`src/hw/rtl/case_insensitive_substring_search_assert.svh`:
```
// Assertion macros for the substring search block.
`ifndef CASE_INSENSITIVE_SUBSTRING_SEARCH_ASSERT_SVH
`define CASE_INSENSITIVE_SUBSTRING_SEARCH_ASSERT_SVH

`ifndef SYNTHESIS
// Same-cycle implication, checked out of reset.
`define CISS_ASSERT_IMPLY(label, clk, rst, ante, cons) \
  label: assert property (@(posedge clk) disable iff (rst) (ante) |-> (cons)) \
    else $error("assertion failed: implication");
// Next-cycle implication, checked out of reset.
`define CISS_ASSERT_NEXT(label, clk, rst, ante, cons) \
  label: assert property (@(posedge clk) disable iff (rst) (ante) |=> (cons)) \
    else $error("assertion failed: next-cycle implication");
`else
`define CISS_ASSERT_IMPLY(label, clk, rst, ante, cons)
`define CISS_ASSERT_NEXT(label, clk, rst, ante, cons)
`endif

`endif

```
`src/hw/rtl/ciss_pkg.sv`:
```
package ciss_pkg;

  localparam int MAX_PATTERN = 16;
  localparam int MAX_TEXT    = 65536;

  localparam int LEN_W  = $clog2(MAX_PATTERN + 1);
  localparam int POS_W  = $clog2(MAX_TEXT);
  localparam int OFF_W  = 16;
  localparam int PAT_W  = 128;

  localparam logic [7:0] END_MARK  = 8'd26;
  localparam logic [7:0] NUL_MARK  = 8'd0;

  // Register indexes (address bits 4:3)
  localparam logic [1:0] REG_PAT_LOW  = 2'd0;
  localparam logic [1:0] REG_PAT_HIGH = 2'd1;
  localparam logic [1:0] REG_PAT_LEN  = 2'd2;

  typedef struct packed {
    logic shift;
    logic active;
  } cell_ctrl_t;

  // Fold A-Z to lower case; leave every other byte alone.
  function automatic logic [7:0] fold_case(input logic [7:0] c);
    if (c >= 8'h41 && c <= 8'h5A) begin
      return c + 8'h20;
    end
    return c;
  endfunction

endpackage

```
`src/hw/rtl/ciss_cell.sv`:
```
module ciss_cell
  import ciss_pkg::*;
(
  input  logic       clk,
  input  cell_ctrl_t ctrl,
  input  logic [7:0] byte_in,
  input  logic [7:0] pat_byte,
  output logic [7:0] byte_held,
  output logic       match
);

  // Hold one window byte; on each shift, load it from the previous cell (the text input for cell 0)
  always_ff @(posedge clk) begin
    if (ctrl.shift) begin
      byte_held <= byte_in;
    end
  end

  // Compare the byte entering this cell against its aligned pattern byte
  assign match = !ctrl.active ||
                 ((pat_byte != NUL_MARK) && (pat_byte != END_MARK) &&
                  (fold_case(pat_byte) == fold_case(byte_in)));

endmodule

```
`src/hw/rtl/case_insensitive_substring_search.sv`:
```
// Case-insensitive substring search over a byte stream. One text byte is taken
// per clock cycle unless the result channel stalls; the result word (found,
// match_offset) is registered in the cycle after the byte that decides it, and
// a new byte is taken in the same cycle that a waiting result is taken. The
// window is a row of 16 byte cells that shift together, each comparing its
// incoming byte against the pattern byte aligned to it, so all pattern bytes
// are checked at once. A byte of 0 or 26 ends the text, reports a miss if no
// match was given, and rearms the search. Bytes after a match are dropped until
// the end mark. The user must write the pattern registers (bytes 0-7 at 0x00,
// bytes 8-15 at 0x08, length at 0x10) through the APB port only while the
// block is idle; the block does not enforce it. No clearing pass follows reset.
`include "case_insensitive_substring_search_assert.svh"

module case_insensitive_substring_search
  import ciss_pkg::*;
(
  input  logic              clk,
  input  logic              rst,
  // configuration port
  input  logic              psel,
  input  logic              penable,
  input  logic              pwrite,
  input  logic [4:0]        paddr,
  input  logic [63:0]       pwdata,
  output logic [63:0]       prdata,
  output logic              pready,
  // text channel
  input  logic              text_valid,
  output logic              text_stall,
  input  logic [7:0]        text_char,
  // result channel
  output logic              result_valid,
  input  logic              result_stall,
  output logic              found,
  output logic [OFF_W-1:0]  match_offset
);

  logic [63:0]      pattern_chars_low;
  logic [63:0]      pattern_chars_high;
  logic [4:0]       pattern_length;

  logic [LEN_W-1:0] window_fill;
  logic [LEN_W-1:0] window_fill_next;
  logic [POS_W-1:0] text_position;
  logic [POS_W-1:0] text_position_next;
  logic             search_done;

  logic             accept;
  logic             is_term;
  logic             advance;
  logic [LEN_W-1:0] len_eff;
  logic [PAT_W-1:0] pat_all;
  logic [PAT_W-1:0] pat_rev;
  logic [PAT_W-1:0] pat_aligned;
  logic [7:0]       held [MAX_PATTERN];
  logic [MAX_PATTERN-1:0] cell_match;
  logic             hit;
  logic [POS_W:0]   off_full;
  logic [OFF_W-1:0] off_sat;
  logic             emit;
  logic             emit_found;
  logic [OFF_W-1:0] emit_offset;

  localparam logic [POS_W-1:0] POS_MAX = POS_W'(MAX_TEXT - 1);

  assign pready = 1'b1;

  // Configuration writes
  always_ff @(posedge clk) begin
    if (rst) begin
      pattern_chars_low  <= '0;
      pattern_chars_high <= '0;
      pattern_length     <= '0;
    end else if (psel && penable && pwrite && pready) begin
      unique case (paddr[4:3])
        REG_PAT_LOW:  pattern_chars_low  <= pwdata;
        REG_PAT_HIGH: pattern_chars_high <= pwdata;
        REG_PAT_LEN:  pattern_length     <= pwdata[4:0];
        default: ;
      endcase
    end
  end

  // Register readback
  always_comb begin
    unique case (paddr[4:3])
      REG_PAT_LOW:  prdata = pattern_chars_low;
      REG_PAT_HIGH: prdata = pattern_chars_high;
      REG_PAT_LEN:  prdata = {59'd0, pattern_length};
      default:      prdata = '0;
    endcase
  end

  // Handshake: take a byte unless a result is waiting and stalled
  assign text_stall = result_valid && result_stall;
  assign accept     = text_valid && !text_stall;
  assign is_term    = (text_char == NUL_MARK) || (text_char == END_MARK);
  assign advance    = accept && !is_term && !search_done;

  // Clamp the pattern length to the window size
  assign len_eff = (pattern_length > LEN_W'(MAX_PATTERN)) ? LEN_W'(MAX_PATTERN)
                                                           : LEN_W'(pattern_length);

  // Reverse the pattern bytes, then shift so cell k sees byte len-1-k
  assign pat_all = {pattern_chars_high, pattern_chars_low};
  always_comb begin
    for (int j = 0; j < MAX_PATTERN; j++) begin
      pat_rev[j*8 +: 8] = pat_all[(MAX_PATTERN-1-j)*8 +: 8];
    end
  end
  assign pat_aligned = pat_rev >> {(LEN_W'(MAX_PATTERN) - len_eff), 3'b000};

  // Row of window cells, newest byte entering cell 0
  for (genvar k = 0; k < MAX_PATTERN; k++) begin : g_cell
    cell_ctrl_t ctrl;
    logic [7:0] byte_in;

    assign ctrl.shift  = advance;
    assign ctrl.active = (LEN_W'(k) < len_eff);
    if (k == 0) begin : g_head
      assign byte_in = text_char;
    end else begin : g_body
      assign byte_in = held[k-1];
    end

    ciss_cell u_cell (
      .clk       (clk),
      .ctrl      (ctrl),
      .byte_in   (byte_in),
      .pat_byte  (pat_aligned[k*8 +: 8]),
      .byte_held (held[k]),
      .match     (cell_match[k])
    );
  end

  // Fill and position after this byte
  assign window_fill_next   = (window_fill < LEN_W'(MAX_PATTERN)) ? window_fill + 1'b1
                                                                  : window_fill;
  assign text_position_next = (text_position < POS_MAX) ? text_position + 1'b1
                                                        : text_position;

  assign hit = (&cell_match) && (window_fill_next >= len_eff);

  // Start offset of the match, clamped at zero and at the field maximum
  assign off_full = ({1'b0, text_position} + 1'b1 >= (POS_W+1)'(len_eff))
                    ? {1'b0, text_position} + 1'b1 - (POS_W+1)'(len_eff)
                    : '0;
  assign off_sat  = (off_full > (POS_W+1)'({OFF_W{1'b1}})) ? {OFF_W{1'b1}}
                                                           : OFF_W'(off_full);

  // Decide the result for this byte
  always_comb begin
    emit        = 1'b0;
    emit_found  = 1'b0;
    emit_offset = '0;
    priority if (accept && is_term) begin
      emit = !search_done;
    end else if (advance && len_eff == '0) begin
      emit       = 1'b1;
      emit_found = 1'b1;
    end else if (advance && hit) begin
      emit        = 1'b1;
      emit_found  = 1'b1;
      emit_offset = off_sat;
    end else begin
      emit = 1'b0;
    end
  end

  // Search state
  always_ff @(posedge clk) begin
    if (rst) begin
      window_fill   <= '0;
      text_position <= '0;
      search_done   <= 1'b0;
    end else if (accept && is_term) begin
      window_fill   <= '0;
      text_position <= '0;
      search_done   <= 1'b0;
    end else if (advance) begin
      window_fill   <= window_fill_next;
      text_position <= text_position_next;
      search_done   <= emit;
    end
  end

  // Output register: load a new word, drop it once taken
  always_ff @(posedge clk) begin
    if (rst) begin
      result_valid <= 1'b0;
    end else if (emit) begin
      result_valid <= 1'b1;
    end else if (!result_stall) begin
      result_valid <= 1'b0;
    end
  end

  always_ff @(posedge clk) begin
    if (emit) begin
      found        <= emit_found;
      match_offset <= emit_offset;
    end
  end

  `CISS_ASSERT_IMPLY(a_miss_offset_zero, clk, rst, result_valid && !found, match_offset == '0)
  `CISS_ASSERT_IMPLY(a_stall_only_when_full, clk, rst, text_stall, result_valid)
  `CISS_ASSERT_NEXT(a_term_rearms, clk, rst, accept && is_term, window_fill == '0 && text_position == '0 && !search_done)
  `CISS_ASSERT_NEXT(a_found_sets_done, clk, rst, emit && emit_found, search_done && result_valid && found)

endmodule

```
`config.mk`:
```
export PLATFORM = sky130hd
export DESIGN_NAME = case_insensitive_substring_search
export DESIGN_NICKNAME = d
export VERILOG_FILES = /design/src/hw/rtl/ciss_pkg.sv /design/src/hw/rtl/ciss_cell.sv /design/src/hw/rtl/case_insensitive_substring_search.sv
export VERILOG_INCLUDE_DIRS = /design/src /design/src/hw/rtl
export SDC_FILE = /design/constraint.sdc
export NUM_CORES = 1
export LEC_CHECK = 0
export BUFFER_PORTS_ARGS = -buffer_cell sky130_fd_sc_hd__buf_2
export CAP_MARGIN = 25
export CORE_UTILIZATION = 45
export CTS_CLUSTER_DIAMETER = 40
export DETAILED_ROUTE_END_ITERATION = 6
export PLACE_DENSITY = 0.71
export SLEW_MARGIN = 10
export SYNTH_ARGS = -nofsm -noshare
export SYNTH_HDL_FRONTEND = slang
export SYNTH_HIERARCHICAL = 1
export SYNTH_SLANG_ARGS = --single-unit
export TNS_END_PERCENT = 30
```
`constraint.sdc`:
```
create_clock -name clk -period 5.85 [get_ports clk]
set_input_delay 1.17 -clock clk [delete_from_list [all_inputs] [get_ports clk]]
set_output_delay 1.17 -clock clk [all_outputs]
set_load 0.02 [all_outputs]
```
==> results by group <==
Cells and area
  • Most frequent cells in the layout: nand2_1, buf_4, mux2i_1
  • Most common cell after layout, fill and taps aside: nand2_1
  • Area delta synth->final: 23.43%
  • Share of cells above drive strength 1: a little over a fifth
  • Finished Core Util: 56.43%
  • Ant. Diodes: 0
  • Post-route insts no fill: 3525
  • Fillcell total: 4259
  • Nets: roughly 3000

Logic synthesis
  • Synthesized Nets: 2668
  • Post-Syn Area: 21290 um2
  • Syn Inst Count: 2537
  • Synth warn: 6
  • Synth Area per Inst: approximately 8.4 um2

Placed design
  • Port Buffers: 163
  • GPL Wtd Cong: 1.012
  • Post-Place Cells: 3441
  • Post-DP HPWL: 62.66 mm

Clocking
  • H-tree depth: 2
  • Worst skew pair latency: 0.57 ns
  • Clock buffer depth: 3
  • Num CTS Buffers: 45
  • CTS tree: built
  • TritonCTS Sinks: 293
  • Root buf cell: clkbuf_16
  • Reg clk slew, reported paths: 0.06 ns

Run status
  • Status: complete, no violations

Critical path
  • Setup slack, reg-to-reg: around 0.16 ns
  • Crit end category: register
  • Worst endpoint required time: 6.14 ns
  • Worst Reg-to-Reg Cells: 20
  • Crit-path max cell delay: 0.66 ns
  • Critical Path AT: 5.97 ns
  • Worst setup SP type: register
  • CP Class: reg2reg
  • Crit-path cells: nor2b_4, inv_4, ha_4, buf_12, buf_4, mux2i_1, mux2i_1, a211oi_1, or4_1, a21oi_1, nor3_1, o21ai_0, o41ai_2, nand4_1, nor2_1, nor4b_2, buf_4, a22o_1, a31o_2, buf_12
  • R2r startpoint: pattern_length[0]
  • Max FO, Critical Path: 15
  • FF-to-FF End: found
  • CP max-delay cell: mux2i_1

Global route
  • Initial antenna violation count: 0
  • Largest net degree at the start of global routing: between 90 and 100
  • Total grt overflow: 0
  • First-pass GRT wire length: 118.2 mm
  • Number of global-route vias before repair: 19720
  • All-layer global routing usage: 32.59%

STA
  • RSZ-0062 raised after global routing: false
  • Final period util: 97.18%
  • Setup TNS: 0 ns
  • # setup viols final: 0
  • Relative slew slack: a little under a third
  • Worst-margin pin slew: 1.033 ns
  • Final Max Tran Viols: 0
  • Period minus WS final: around 5.7 ns
  • Max Clock Skew: 0.02177 ns
  • Final Hold Vio Count: 0
  • Fmax: 175.9 MHz

Hold path
  • Hold wc startpoint: pattern_chars_high[60]
  • Hold path endpoint: pattern_chars_high[60]
  • WHS Path Cells: 2
  • Hold WC Path Type: reg2reg

Floorplanning
  • Die area: 48170 um2
  • Die height: 219.5 um
  • Die X: 219.5 um
  • Core Box Area: about 47000 um2
  • Boundary Pins: 168
  • Row Count: 79
  • Initial Utilization: between 40% and 50%

Drt
  • Via Count: 20940
  • WL final: 79.79 mm
  • DRT iter0 DRCs: 1959
  • DR pass1 iterations: 5
  • Wirelength per Cell: 22.63 um
  • Vias per cell: approximately 5.9
  • Antenna viol nets, final: 0
  • # DRC: 0

Power
  • PD cells: 234.2 nW/um2
  • Max VDD drop: 294.6 uV
  • Leakage power: 10.86 nW

Run
  • Max Cap Viol: 0
## stage by stage
step                power [mW]  worst slack (ns)  hold slack, ns  cell area (um2)
detailed placement       3.359            0.3051          0.4776            24660
global route             6.365          0.009598          0.5080            26270
global placement         3.332            0.3470          0.4619            24660
floorplan                3.022           0.04426          0.4444            21290
CTS                      6.174            0.2662          0.4830            26270
finish                   6.153            0.1649          0.4804            26270
## sequential cells by signal, summed over array words and instances, names as in the netlist
signal                   flops
window_fill                  5
search_done                  1
found                        1
text_position               16
g_cell.u_cell/byte_held    120
pattern_length               5
result_valid                 1
match_offset                16
pattern_chars_low           64
pattern_chars_high          64
## power breakdown
group	total (mW)	internal [mW]	switching (mW)
combinational	0.848	0.334	0.514
clock	2.82	1.76	1.05
sequential	2.49	2.33	0.152
total	6.15	4.43	1.72
## worst max-delay path, delay by kind of cell (launching register included)
| family | cells | cell delay [ns] |
|---|---|---|
| DFF | 1 | 0.53 |
| AOI/OAI and AO/OA | 6 | 1.46 |
| adders and majority gates | 1 | 0.42 |
| buffers and inverters | 5 | 0.91 |
| and+or+nand+nor | 6 | 1.06 |
| muxes | 2 | 0.95 |
## cell type report
type                       count  area [um2]  share of cell area (%)
clock buffer                  56        1232                   4.691
clock inverter                28       374.1                   1.424
inverter                      46       177.7                  0.6763
multi-input combinational   2037       13280                   50.55
sequential                   293        7237                   27.55
tap                          607       759.5                   2.891
timing repair buffer         458        3211                   12.22
## worst max-delay path by stage
stage                 startpoint                to  slack [ns]  cells past startpoint
5_1_grt        pattern_length[0]   match_offset[8]        0.01                     22
3_5_place_dp   pattern_length[0]   match_offset[8]        0.31                     20
3_3_place_gp   pattern_length[0]  match_offset[13]        0.35                     20
6_report       pattern_length[0]             found        0.16                     20
2_1_floorplan  pattern_length[0]             found        0.04                     23
4_1_cts        pattern_length[0]   match_offset[8]        0.27                     22
## layer usage
| metal | track usage, % | vias up | share of wire (%) | routed length [um] |
|---|---|---|---|---|
| li1 | - | 9868 | - | - |
| met1 | 43.64 | 10100 | 44 | 34710 |
| met2 | 52.52 | 827 | 45 | 36240 |
| met3 | 4.803 | 145 | 7.0 | 5583 |
| met4 | 13.08 | 0 | 4.1 | 3257 |
| met5 | 0 | - | 0 | 0 |
## repair_timing
item | in CTS | in global routing
hold buffers | 0 | 0
resized for setup | 0 | 1
buffers inserted | 0 | 0
setup endpoints to repair | 0 | 10
(Power assumes the default switching activity.)
